`config.mk`:
```
export PLATFORM = sky130hd
export DESIGN_NAME = four_channel_phase_angle_dimmer_flat
export DESIGN_NICKNAME = d
export VERILOG_FILES = /design/src/pad_pkg.sv /design/src/pad_in_if.sv /design/src/pad_out_if.sv /design/src/pad_conv.sv /design/src/pad_timer.sv /design/src/four_channel_phase_angle_dimmer.sv /design/src/flat_wrapper.sv
export SDC_FILE = /design/constraint.sdc
export NUM_CORES = 1
export LEC_CHECK = 0
export ABC_CLOCK_PERIOD_IN_PS = 27400
export BUFFER_PORTS_ARGS = -buffer_cell sky130_fd_sc_hd__buf_4
export CORE_ASPECT_RATIO = 1.5
export CORE_MARGIN = 10
export CORE_UTILIZATION = 40
export CTS_CLUSTER_DIAMETER = 100
export CTS_CLUSTER_SIZE = 24
export DETAILED_ROUTE_END_ITERATION = 10
export PLACE_DENSITY = 0.64
export SLEW_MARGIN = 40
export SYNTH_ARGS = -nofsm -noshare
export SYNTH_HDL_FRONTEND = slang
export SYNTH_HIERARCHICAL = 1
export SYNTH_SLANG_ARGS = --single-unit
```
`constraint.sdc`:
```
create_clock -name clk_i -period 27.4 [get_ports clk_i]
set_input_delay 2.74 -clock clk_i [delete_from_list [all_inputs] [get_ports clk_i]]
set_output_delay 2.74 -clock clk_i [all_outputs]
set_load 0.02 [all_outputs]
```
`src/pad_pkg.sv`:
```
`timescale 1ns / 1ps
`default_nettype none

package pad_pkg;

  // Item opcodes. Code 3 has no meaning and leaves the state untouched.
  typedef enum logic [1:0] {
    OP_TICK       = 2'd0,
    OP_ZERO_CROSS = 2'd1,
    OP_SET_LEVEL  = 2'd2
  } op_e;

  // Configuration register indexes.
  localparam logic [1:0] REG_PULSE_LENGTH  = 2'd0;
  localparam logic [1:0] REG_SCALE_FACTOR  = 2'd1;
  localparam logic [1:0] REG_LEVEL_FLOOR   = 2'd2;
  localparam logic [1:0] REG_LEVEL_CEILING = 2'd3;

  // Reset values of the configuration registers.
  localparam logic [7:0] RST_PULSE_LENGTH  = 8'd5;
  localparam logic [7:0] RST_SCALE_FACTOR  = 8'd84;
  localparam logic [7:0] RST_LEVEL_FLOOR   = 8'd26;
  localparam logic [7:0] RST_LEVEL_CEILING = 8'd229;

  typedef struct packed {
    logic [7:0] pulse_length;
    logic [7:0] scale_factor;
    logic [7:0] level_floor;
    logic [7:0] level_ceiling;
  } cfg_t;

  // Command word handed from the input stage to the channel timer.
  typedef struct packed {
    logic [1:0]  opcode;
    logic [1:0]  channel;
    logic [11:0] delay;
  } cmd_t;

  // Timer state as it stands after the command.
  typedef struct packed {
    logic [3:0]  gates;
    logic [15:0] tick;
  } view_t;

endpackage

`default_nettype wire

```
`src/pad_in_if.sv`:
```
`timescale 1ns / 1ps
`default_nettype none

interface pad_in_if;
  logic       valid;
  logic       ready;
  logic [1:0] opcode;
  logic [1:0] channel;
  logic [7:0] level;

  modport source (output valid, opcode, channel, level, input ready);
  modport sink (input valid, opcode, channel, level, output ready);
endinterface

`default_nettype wire

```
`src/pad_out_if.sv`:
```
`timescale 1ns / 1ps
`default_nettype none

interface pad_out_if;
  logic        valid;
  logic        ready;
  logic [3:0]  gates;
  logic [15:0] tick_now;
  logic [11:0] delay_set;

  modport source (output valid, gates, tick_now, delay_set, input ready);
  modport sink (input valid, gates, tick_now, delay_set, output ready);
endinterface

`default_nettype wire

```
`src/pad_conv.sv`:
```
`timescale 1ns / 1ps
`default_nettype none

module pad_conv (
  input  pad_pkg::cfg_t cfg_i,
  input  logic [7:0]    level_i,
  output logic [11:0]   delay_o
);

  logic [7:0]  lvl_lo;
  logic [7:0]  lvl_cl;
  logic [15:0] prod;
  logic [7:0]  quot;

  // Floor clamp first, ceiling second, so the ceiling wins when they cross.
  assign lvl_lo = (level_i < cfg_i.level_floor) ? cfg_i.level_floor : level_i;
  assign lvl_cl = (lvl_lo > cfg_i.level_ceiling) ? cfg_i.level_ceiling : lvl_lo;
  assign prod   = 16'(lvl_cl) * 16'(cfg_i.scale_factor);
  assign quot   = prod[15:8];

  // Times ten as 8x + 2x; the largest value, 2540, fits in twelve bits.
  assign delay_o = 12'({quot, 3'b000}) + 12'({quot, 1'b0});

endmodule

`default_nettype wire

```
`src/pad_timer.sv`:
```
`timescale 1ns / 1ps
`default_nettype none

module pad_timer #(
  parameter int NUM_CHANNELS = 4
) (
  input  logic           clk_i,
  input  logic           rst_ni,
  input  logic           adv_i,
  input  pad_pkg::cmd_t  cmd_i,
  input  logic [7:0]     pulse_length_i,
  output pad_pkg::view_t view_o
);

  logic [15:0]             tick_q, tick_d;
  logic [7:0]              pulse_q, pulse_d;
  logic [NUM_CHANNELS-1:0] gate_q, gate_d;
  logic [11:0]             pend_q [NUM_CHANNELS];
  logic [11:0]             pend_d [NUM_CHANNELS];
  logic [11:0]             act_q  [NUM_CHANNELS];
  logic [11:0]             act_d  [NUM_CHANNELS];

  always_comb begin
    tick_d  = tick_q;
    pulse_d = pulse_q;
    gate_d  = gate_q;
    pend_d  = pend_q;
    act_d   = act_q;
    if (adv_i) begin
      case (cmd_i.opcode)
        pad_pkg::OP_TICK: begin
          tick_d = tick_q + 16'd1;
          // A running pulse ends when its count reaches the pulse length.
          if (pulse_q != 8'd0) begin
            pulse_d = pulse_q + 8'd1;
            if (pulse_d == pulse_length_i) begin
              gate_d  = '0;
              pulse_d = 8'd0;
            end
          end
          for (int k = 0; k < NUM_CHANNELS; k++) begin
            if ({4'd0, act_q[k]} == tick_d) begin
              gate_d[k] = 1'b1;
              pulse_d   = 8'd1;
            end
          end
        end
        pad_pkg::OP_ZERO_CROSS: begin
          act_d  = pend_q;
          tick_d = '0;
        end
        pad_pkg::OP_SET_LEVEL: begin
          // A channel number beyond the last channel matches no entry.
          for (int k = 0; k < NUM_CHANNELS; k++) begin
            if ({1'b0, cmd_i.channel} == 3'(k)) begin
              pend_d[k] = cmd_i.delay;
            end
          end
        end
        default: begin
        end
      endcase
    end
  end

  always_ff @(posedge clk_i or negedge rst_ni) begin
    if (!rst_ni) begin
      tick_q  <= '0;
      pulse_q <= '0;
      gate_q  <= '0;
      for (int k = 0; k < NUM_CHANNELS; k++) begin
        pend_q[k] <= '0;
        act_q[k]  <= '0;
      end
    end else begin
      tick_q  <= tick_d;
      pulse_q <= pulse_d;
      gate_q  <= gate_d;
      pend_q  <= pend_d;
      act_q   <= act_d;
    end
  end

  assign view_o.gates = 4'(gate_d);
  assign view_o.tick  = tick_d;

endmodule

`default_nettype wire

```
`src/four_channel_phase_angle_dimmer.sv`:
```
// A word accepted at the input is loaded into the input register, then into the
// result register when it is free or being read. Throughput: one word per cycle
// unless the result side stalls; the input side keeps taking words while a
// result word waits, up to the one held in the input register.
// Reset (asynchronous, active low) empties both stages, clears counters,
// delays and gates, and loads the configuration defaults.
`timescale 1ns / 1ps
`default_nettype none

module four_channel_phase_angle_dimmer #(
  parameter int NUM_CHANNELS = 4
) (
  input  logic        clk_i,
  input  logic        rst_ni,
  input  logic        cfg_we_i,
  input  logic [1:0]  cfg_idx_i,
  input  logic [7:0]  cfg_wdata_i,
  pad_in_if.sink      in_i,
  pad_out_if.source   out_o
);

  pad_pkg::cfg_t  cfg_q;
  pad_pkg::cmd_t  cmd;
  pad_pkg::view_t view;

  logic        s1_valid_q;
  logic [1:0]  s1_opcode_q;
  logic [1:0]  s1_channel_q;
  logic [7:0]  s1_level_q;
  logic        s1_adv;
  logic        in_take;
  logic [11:0] delay;

  logic        out_valid_q;
  logic [3:0]  out_gates_q;
  logic [15:0] out_tick_q;
  logic [11:0] out_delay_q;

  always_ff @(posedge clk_i or negedge rst_ni) begin
    if (!rst_ni) begin
      cfg_q.pulse_length  <= pad_pkg::RST_PULSE_LENGTH;
      cfg_q.scale_factor  <= pad_pkg::RST_SCALE_FACTOR;
      cfg_q.level_floor   <= pad_pkg::RST_LEVEL_FLOOR;
      cfg_q.level_ceiling <= pad_pkg::RST_LEVEL_CEILING;
    end else if (cfg_we_i) begin
      unique case (cfg_idx_i)
        pad_pkg::REG_PULSE_LENGTH:  cfg_q.pulse_length  <= cfg_wdata_i;
        pad_pkg::REG_SCALE_FACTOR:  cfg_q.scale_factor  <= cfg_wdata_i;
        pad_pkg::REG_LEVEL_FLOOR:   cfg_q.level_floor   <= cfg_wdata_i;
        pad_pkg::REG_LEVEL_CEILING: cfg_q.level_ceiling <= cfg_wdata_i;
        default: begin
        end
      endcase
    end
  end

  // The input stage moves on whenever the result register is free or being read.
  assign s1_adv     = s1_valid_q && (!out_valid_q || out_o.ready);
  assign in_i.ready = !s1_valid_q || s1_adv;
  assign in_take    = in_i.valid && in_i.ready;

  always_ff @(posedge clk_i or negedge rst_ni) begin
    if (!rst_ni) begin
      s1_valid_q <= 1'b0;
    end else if (in_i.ready) begin
      s1_valid_q <= in_i.valid;
    end
  end

  always_ff @(posedge clk_i) begin
    if (in_take) begin
      s1_opcode_q  <= in_i.opcode;
      s1_channel_q <= in_i.channel;
      s1_level_q   <= in_i.level;
    end
  end

  pad_conv u_conv (
    .cfg_i   (cfg_q),
    .level_i (s1_level_q),
    .delay_o (delay)
  );

  assign cmd.opcode  = s1_opcode_q;
  assign cmd.channel = s1_channel_q;
  assign cmd.delay   = delay;

  pad_timer #(
    .NUM_CHANNELS (NUM_CHANNELS)
  ) u_timer (
    .clk_i          (clk_i),
    .rst_ni         (rst_ni),
    .adv_i          (s1_adv),
    .cmd_i          (cmd),
    .pulse_length_i (cfg_q.pulse_length),
    .view_o         (view)
  );

  always_ff @(posedge clk_i or negedge rst_ni) begin
    if (!rst_ni) begin
      out_valid_q <= 1'b0;
    end else if (s1_adv) begin
      out_valid_q <= 1'b1;
    end else if (out_o.ready) begin
      out_valid_q <= 1'b0;
    end
  end

  always_ff @(posedge clk_i) begin
    if (s1_adv) begin
      out_gates_q <= view.gates;
      out_tick_q  <= view.tick;
      out_delay_q <= (s1_opcode_q == pad_pkg::OP_SET_LEVEL) ? delay : 12'd0;
    end
  end

  assign out_o.valid     = out_valid_q;
  assign out_o.gates     = out_gates_q;
  assign out_o.tick_now  = out_tick_q;
  assign out_o.delay_set = out_delay_q;

endmodule

`default_nettype wire

```
`src/flat_wrapper.sv`:
```
// flat-port wrapper written by rule: the top's interface ports become plain ports
module four_channel_phase_angle_dimmer_flat 
#(
  parameter int NUM_CHANNELS = 4
)
  (clk_i, rst_ni, cfg_we_i, cfg_idx_i, cfg_wdata_i, in_i_valid, in_i_opcode, in_i_channel, in_i_level, in_i_ready, out_o_valid, out_o_gates, out_o_tick_now, out_o_delay_set, out_o_ready);
  pad_in_if in_i_i ();
  pad_out_if out_o_i ();
  input  logic clk_i;
  input  logic rst_ni;
  input  logic cfg_we_i;
  input  logic [1:0] cfg_idx_i;
  input  logic [7:0] cfg_wdata_i;
  input wire logic [$bits(in_i_i.valid)-1:0] in_i_valid;
  input wire logic [$bits(in_i_i.opcode)-1:0] in_i_opcode;
  input wire logic [$bits(in_i_i.channel)-1:0] in_i_channel;
  input wire logic [$bits(in_i_i.level)-1:0] in_i_level;
  output wire logic [$bits(in_i_i.ready)-1:0] in_i_ready;
  output wire logic [$bits(out_o_i.valid)-1:0] out_o_valid;
  output wire logic [$bits(out_o_i.gates)-1:0] out_o_gates;
  output wire logic [$bits(out_o_i.tick_now)-1:0] out_o_tick_now;
  output wire logic [$bits(out_o_i.delay_set)-1:0] out_o_delay_set;
  input wire logic [$bits(out_o_i.ready)-1:0] out_o_ready;
  assign in_i_i.valid = in_i_valid;
  assign in_i_i.opcode = in_i_opcode;
  assign in_i_i.channel = in_i_channel;
  assign in_i_i.level = in_i_level;
  assign in_i_ready = in_i_i.ready;
  assign out_o_valid = out_o_i.valid;
  assign out_o_gates = out_o_i.gates;
  assign out_o_tick_now = out_o_i.tick_now;
  assign out_o_delay_set = out_o_i.delay_set;
  assign out_o_i.ready = out_o_ready;
  four_channel_phase_angle_dimmer #(.NUM_CHANNELS(NUM_CHANNELS)) u_core (.clk_i(clk_i), .rst_ni(rst_ni), .cfg_we_i(cfg_we_i), .cfg_idx_i(cfg_idx_i), .cfg_wdata_i(cfg_wdata_i), .in_i(in_i_i), .out_o(out_o_i));
endmodule
```
# Yosys cells after proc, flatten, opt, wreduce, memory -nomap -nowiden
# Cells that the tools add are included.
dict set report op_classes {
  magnitude_cmp 2
  n_reduce_logical 22
  eq_ne 13
  add_sub_neg 3
  mux 20
  mul 1
}
# cell n
set ops {}
lappend ops {{equality test 12 x 16 -> 1 bit} 4}
lappend ops {{two-way mux 8 bit} 8}
lappend ops {{case mux 16 bit (2 select lines)} 1}
lappend ops {{adder 16 x 1 -> 16 bit (second input constant)} 1}
lappend ops {{multiplier 8 x 8 -> 16 bit} 1}
lappend ops {{two-way mux 16 bit} 1}
lappend ops {{two-way mux 4 bit} 4}
lappend ops {{AND reduction 3 bit} 5}
lappend ops {{adder 11 x 9 -> 12 bit} 1}
lappend ops {{equality test 2 bit (second input constant)} 5}
lappend ops {{AND reduction 2 bit} 5}
lappend ops {{adder 8 x 1 -> 8 bit (second input constant)} 1}
lappend ops {{equality test 8 bit} 1}
lappend ops {{> comparator 8 bit} 1}
lappend ops {{< comparator 8 bit} 1}
lappend ops {{nonzero test 8 bit} 1}
lappend ops {{equality test 2 x 1 -> 1 bit (second input constant)} 3}
lappend ops {{logical NOT 2 bit} 3}
lappend ops {{two-way mux 1 bit} 6}
lappend ops {{nonzero test 5 bit} 1}
lappend ops {{logical AND 1 bit} 2}
lappend ops {{logical NOT 1 bit} 2}
lappend ops {{logical OR 1 bit} 2}
lappend ops {{nonzero test 2 bit} 1}
dict set report word_totals {
  reg_bits 202
  out_inout_bits 34
  wordCells 84
}

# Depth between registers and ports, before layout
dict set report logic_depth {
  depth_word 8
  mapped_depth 40
  mapped_depth_nobuf 38
}

# By module
# The synthesis kept the hierarchy.
# module cells_each area_per_inst_um2 n_inst
set by_module_without_submodules {}
lappend by_module_without_submodules {pad_timer 615 6889.1 1}
lappend by_module_without_submodules {pad_conv 335 2785.2 1}
lappend by_module_without_submodules {four_channel_phase_angle_dimmer 134 2723.9 1}

# Worst setup path after synthesis
# Ideal clock, no wire load.
dict set report synth_timing {
  kind {reg2reg}
  start {reg u_core/cfg_q[11] in the netlist's numbering}
  end {reg u_core.out_delay_q[9], in the netlist u_core/out_o.delay_set[9], data pin}
  t_arrival_ns 8.656
  path_buffers 2
  stages_incl_launch_ff 36
  setup_time_ns 0.132
  t_required_ns 27.268
  slack_ns 18.612
  path_cell_list {dfstp_2 > inv_1 > ha_1 > o21a_1 > o2111ai_1 > o21ai_2 > clkbuf_1 > o21ai_0 > ha_1 > nand4_1 > a21o_1 > a21oi_1 > clkbuf_1 > nor2_1 > a21oi_1 > and2_1 > fa_1 > fa_1 > fa_1 > inv_1 > fa_1 > inv_1 > ha_1 > o21a_1 > o21ai_0 > a2111oi_2 > a2111o_1 > and3_4 > nor2_1 > ha_1 > a21o_1 > a21oi_1 > o21ai_0 > maj3_2 > a22oi_1 > and2_1}
}
dict set report synth_between {
  elab_chain_cells 6
}
# element line
set synth_lines {}
lappend synth_lines {{start: declaration} four_channel_phase_angle_dimmer.sv:22} ;# pad_pkg::cfg_t cfg_q;
lappend synth_lines {{< comparator 8 bit} pad_conv.sv:16} ;# assign lvl_lo = (level_i < cfg_i.level_floor) ? cfg_i.level_floor : level_i;
lappend synth_lines {{two-way mux 8 bit (*)} pad_conv.sv:16}
lappend synth_lines {{> comparator 8 bit} pad_conv.sv:17} ;# assign lvl_cl = (lvl_lo > cfg_i.level_ceiling) ? cfg_i.level_ceiling : lvl_lo;
lappend synth_lines {{two-way mux 8 bit (*)} pad_conv.sv:17}
lappend synth_lines {{multiplier 8 x 8 -> 16 bit (*)} pad_conv.sv:18} ;# assign prod = 16'(lvl_cl) * 16'(cfg_i.scale_factor);
lappend synth_lines {{adder 11 x 9 -> 12 bit (*)} pad_conv.sv:22} ;# assign delay_o = 12'({quot, 3'b000}) + 12'({quot, 1'b0});
lappend synth_lines {{named net u_core.delay[9]} four_channel_phase_angle_dimmer.sv:32} ;# logic [11:0] delay;
lappend synth_lines {{end signal: assignment} four_channel_phase_angle_dimmer.sv:113} ;# out_delay_q <= (s1_opcode_q == pad_pkg::OP_SET_LEVEL) ? delay : 12'd0;
lappend synth_lines {{end: declaration} four_channel_phase_angle_dimmer.sv:37} ;# logic [11:0] out_delay_q;
# Mark *: on every way through the listed nets, which the timed path passes. The rest lies on a longest branch.
# A chain may end at the register's enable or synchronous reset.

# Worst setup path in the final report
# Ends and elaborated chain as after synthesis.

==> flow_summary.toml <==
[outcome]
status = "finished clean"

[sta]
final-setup-viol-count = 0
hold_violations = 0
worst_pin_slew_ns = 0.843
tns_ns = 0
rsz0062_at_grt = "false"
period_minus_slack_ns = 9.76
period_share_pct = 35.6
skew_ns = 0.0217
relSlewSlack_pct = 43.3
maxSlewViolCount = 0
max_freq_ghz = 0.102

[synthesis]
synth_cells = 1084
yosysWarnings = 6
synth-main-ff-cell = "dfrtp_1"
synthAdderAreaFrac_pct = 11.5
syn-num-nets = 1202
synthMuxAreaShare_pct = 12.3
yosys.area_share.simple_pct = 13.4
ys_seq_area_share_pct = 42.7
synth_edf_count = 44
synth_top_family_by_area = "simple AND/OR/NAND/NOR gates"
synth_seq_cells = 202
netlist_area_mm2 = 0.0124
synth_compound_area_share_pct = 10.3
synth.avg_cell_area_um2 = 11.4
async_reset_ff_share_pct = 78.2
synth_cell_types = 88
synth_xor_area_share_pct = 5.53

[clock_network]
clkTransAtPathRegs_ns = 0.10
cts_buffers = 12
clk-insertion-delay-late_ns = 0.48
cts_setup_buffers = 0
cts_hold_buf = 0
cts_tree = "yes"
htree_levels = 1
cts_resized = 0
cts.sinks = 202
cts_buffer_depth = 3
clockRootBuffer = "clkbuf_16"

[place]
place_area_mm2 = 0.0131
dp_hpwl_mm = 23.2
place_congestion = 0.961
portBuffers = 60
dp.cells = 1501

[route]
wl_met1_mm = 12.0
drt_first_pass_iters = 5
final_antenna_net_count = 0
num_vias = 8328
wl_met2_mm = 16.2
drc = 0
drtIter0Drc = 445
drt_wl_total_mm = 30.5
wl_met3_um = 955
detail_route.vias_per_cell = 5.47
routedWlPerCell_um = 20.0
top_layer_used = "met4"

[final_layout]
fin_util_pct = 44.4
nets = 1234
drive_gt1_share_pct = 23.6
syn2layout_area_growth_pct = 9.10
fin_cells = 1522
stdcell_area_mm2 = 0.0135
diodes = 0

[setup_path]
endpoint_kind = "flip-flop"
r2r_start = "u_core/cfg_q[11]"
critPathBufInv = 3
arrival_ns = 10.11
path_max_fanout = 14
worstPathRequired_ns = 27.75
crit_family = "compound AO/OA/AOI/OAI gates"
slowest_stage = "dfstp_2"
critPathKind = "flip-flop to flip-flop"
critPathLaunchType = "flip-flop"
slowest_delay_ns = 0.54
crit_start = "u_core/cfg_q[11]"

[hold_path]
hp-class = "flip-flop to flip-flop"
worstHoldStart = "u_core/u_timer/gate_q[3]"

[global_route]
grt_max_degree = 82
grtUsageTotal_pct = 15.8
grt.overflow.total = 0
grt_pass1_vias = 8709
antenna_found_initial = 0
grt_pass1_wl_mm = 48.7

[floorplanning]
die_y_um = 236
ios = 61
core_mm2 = 0.0304
die-area_mm2 = 0.0386
std_cell_rows = 78
fp.dieW_um = 164
start_util_pct = 40.7

[run]
drv_cap = 0
[sequential cells by signal, indices dropped and copies added (netlist names)]
name / cells
u_core/u_timer/act_q: 48
u_core/u_timer/pend_q: 48
u_core/cfg_q: 32
u_core/out_o.tick_now: 16
u_core/u_timer/tick_q: 16
u_core/out_o.delay_set: 12
u_core/s1_level_q: 8
u_core/u_timer/pulse_q: 8
u_core/out_o.gates: 4
u_core/u_timer/gate_q: 4
u_core/s1_channel_q: 2
u_core/s1_opcode_q: 2
u_core/out_o.valid: 1
u_core/s1_valid_q: 1
[cells in the mapped netlist (5+ instances only)]
cell type	count	area, um^2
o21ai_0	46	230
nand4_1	12	75.1
mux2i_1	7	70.1
o2111ai_1	9	78.8
a211oi_1	7	52.6
o21a_1	5	37.5
xnor2_1	46	403
nor2_1	44	165
xor2_1	22	193
a21o_1	11	82.6
fa_1	36	721
a21oi_1	31	155
dfrtp_1	145	3630
nor4_1	8	50.1
clkbuf_1	20	75.1
ha_1	55	688
buf_4	8	60.1
buf_2	11	55.1
and2_1	63	394
inv_1	68	255
or2_2	5	31.3
edfxtp_1	44	1320
nand2b_1	19	119
and3_1	10	62.6
nand3_1	17	85.1
nand2_1	61	229
nor3_1	8	40.0
nor2b_1	7	43.8
dfstp_2	13	342
mux2_2	128	1440
buf_6	5	56.3
o31ai_1	10	75.1
[area by class of cell]
cell class,count,area [um^2]
well taps,400,500
repair buffers,66,507
flip-flops and latches,202,5290
clock buffers,18,344
fillers,2861,16900
multi-input cells,766,6610
inverters,68,255
clock inverters,2,17.5
[worst min-delay path, cell delays in order, from the launching register on]
cell     delay [ns]
dfrtp_1        0.34
nand2_1        0.05
nand2_1        0.07
[metrics by stage]
step	hold slack [ns]	setup slack, ns
2_1_floorplan	0.430	18.61
3_5_place_dp	0.470	17.44
6_report	0.487	17.64
5_1_grt	0.517	16.88
4_1_cts	0.492	17.38
3_3_place_gp	0.450	17.66
[layer usage]
metal	vias up	track usage [%]
met3	57	1.40
met1	4193	18.4
li1	3911	-
met2	167	28.3
met4	0	7.45
met5	-	0
[worst paths after layout]
check	to	slack, ns	cells past startpoint
max	u_core/out_o.delay_set[9]	17.64	34
min	u_core/u_timer/gate_q[3]	0.49	2
max reg2reg	u_core/out_o.delay_set[9]	17.64	34
min reg2reg	u_core/u_timer/gate_q[3]	0.49	2
max in group asynchronous	u_core/cfg_q[23]	23.91	2
min in group asynchronous	u_core/u_timer/act_q[27]	2.31	1
[layout by cell type (no fill, tap or decap), types with 5 or more instances in the layout]
| master | n |
|---|---|
| and3_1 | 10 |
| nor2b_1 | 6 |
| nand4_1 | 12 |
| o2111ai_1 | 9 |
| buf_4 | 63 |
| nand2_1 | 61 |
| fa_1 | 36 |
| nor4_1 | 7 |
| nand3_1 | 16 |
| dfstp_2 | 13 |
| clkbuf_16 | 13 |
| nand2b_1 | 19 |
| ha_1 | 55 |
| inv_1 | 68 |
| nor3_1 | 8 |
| and2_1 | 62 |
| a211oi_1 | 7 |
| mux2_2 | 128 |
| o21a_1 | 5 |
| or2_2 | 5 |
| a21oi_1 | 30 |
| nor2_1 | 43 |
| xor2_1 | 22 |
| dfrtp_1 | 145 |
| xnor2_1 | 46 |
| o31ai_1 | 10 |
| clkbuf_1 | 5 |
| edfxtp_1 | 44 |
| mux2i_1 | 7 |
| a21o_1 | 11 |
| o21ai_0 | 46 |
[cells by family (layout without fill, tap and decap cells)]
family	Yosys count	after routing
compound gates	177	177
xor+xnor	72	72
fa+ha+maj	93	93
buf+inv	116	154
flops	202	202
mux	136	136
other cells	1	1
simple gates	287	287
Power is left out: the tool's default activity adds up to more than one toggle a clock period on the data nets, which glitch-free logic cannot reach.
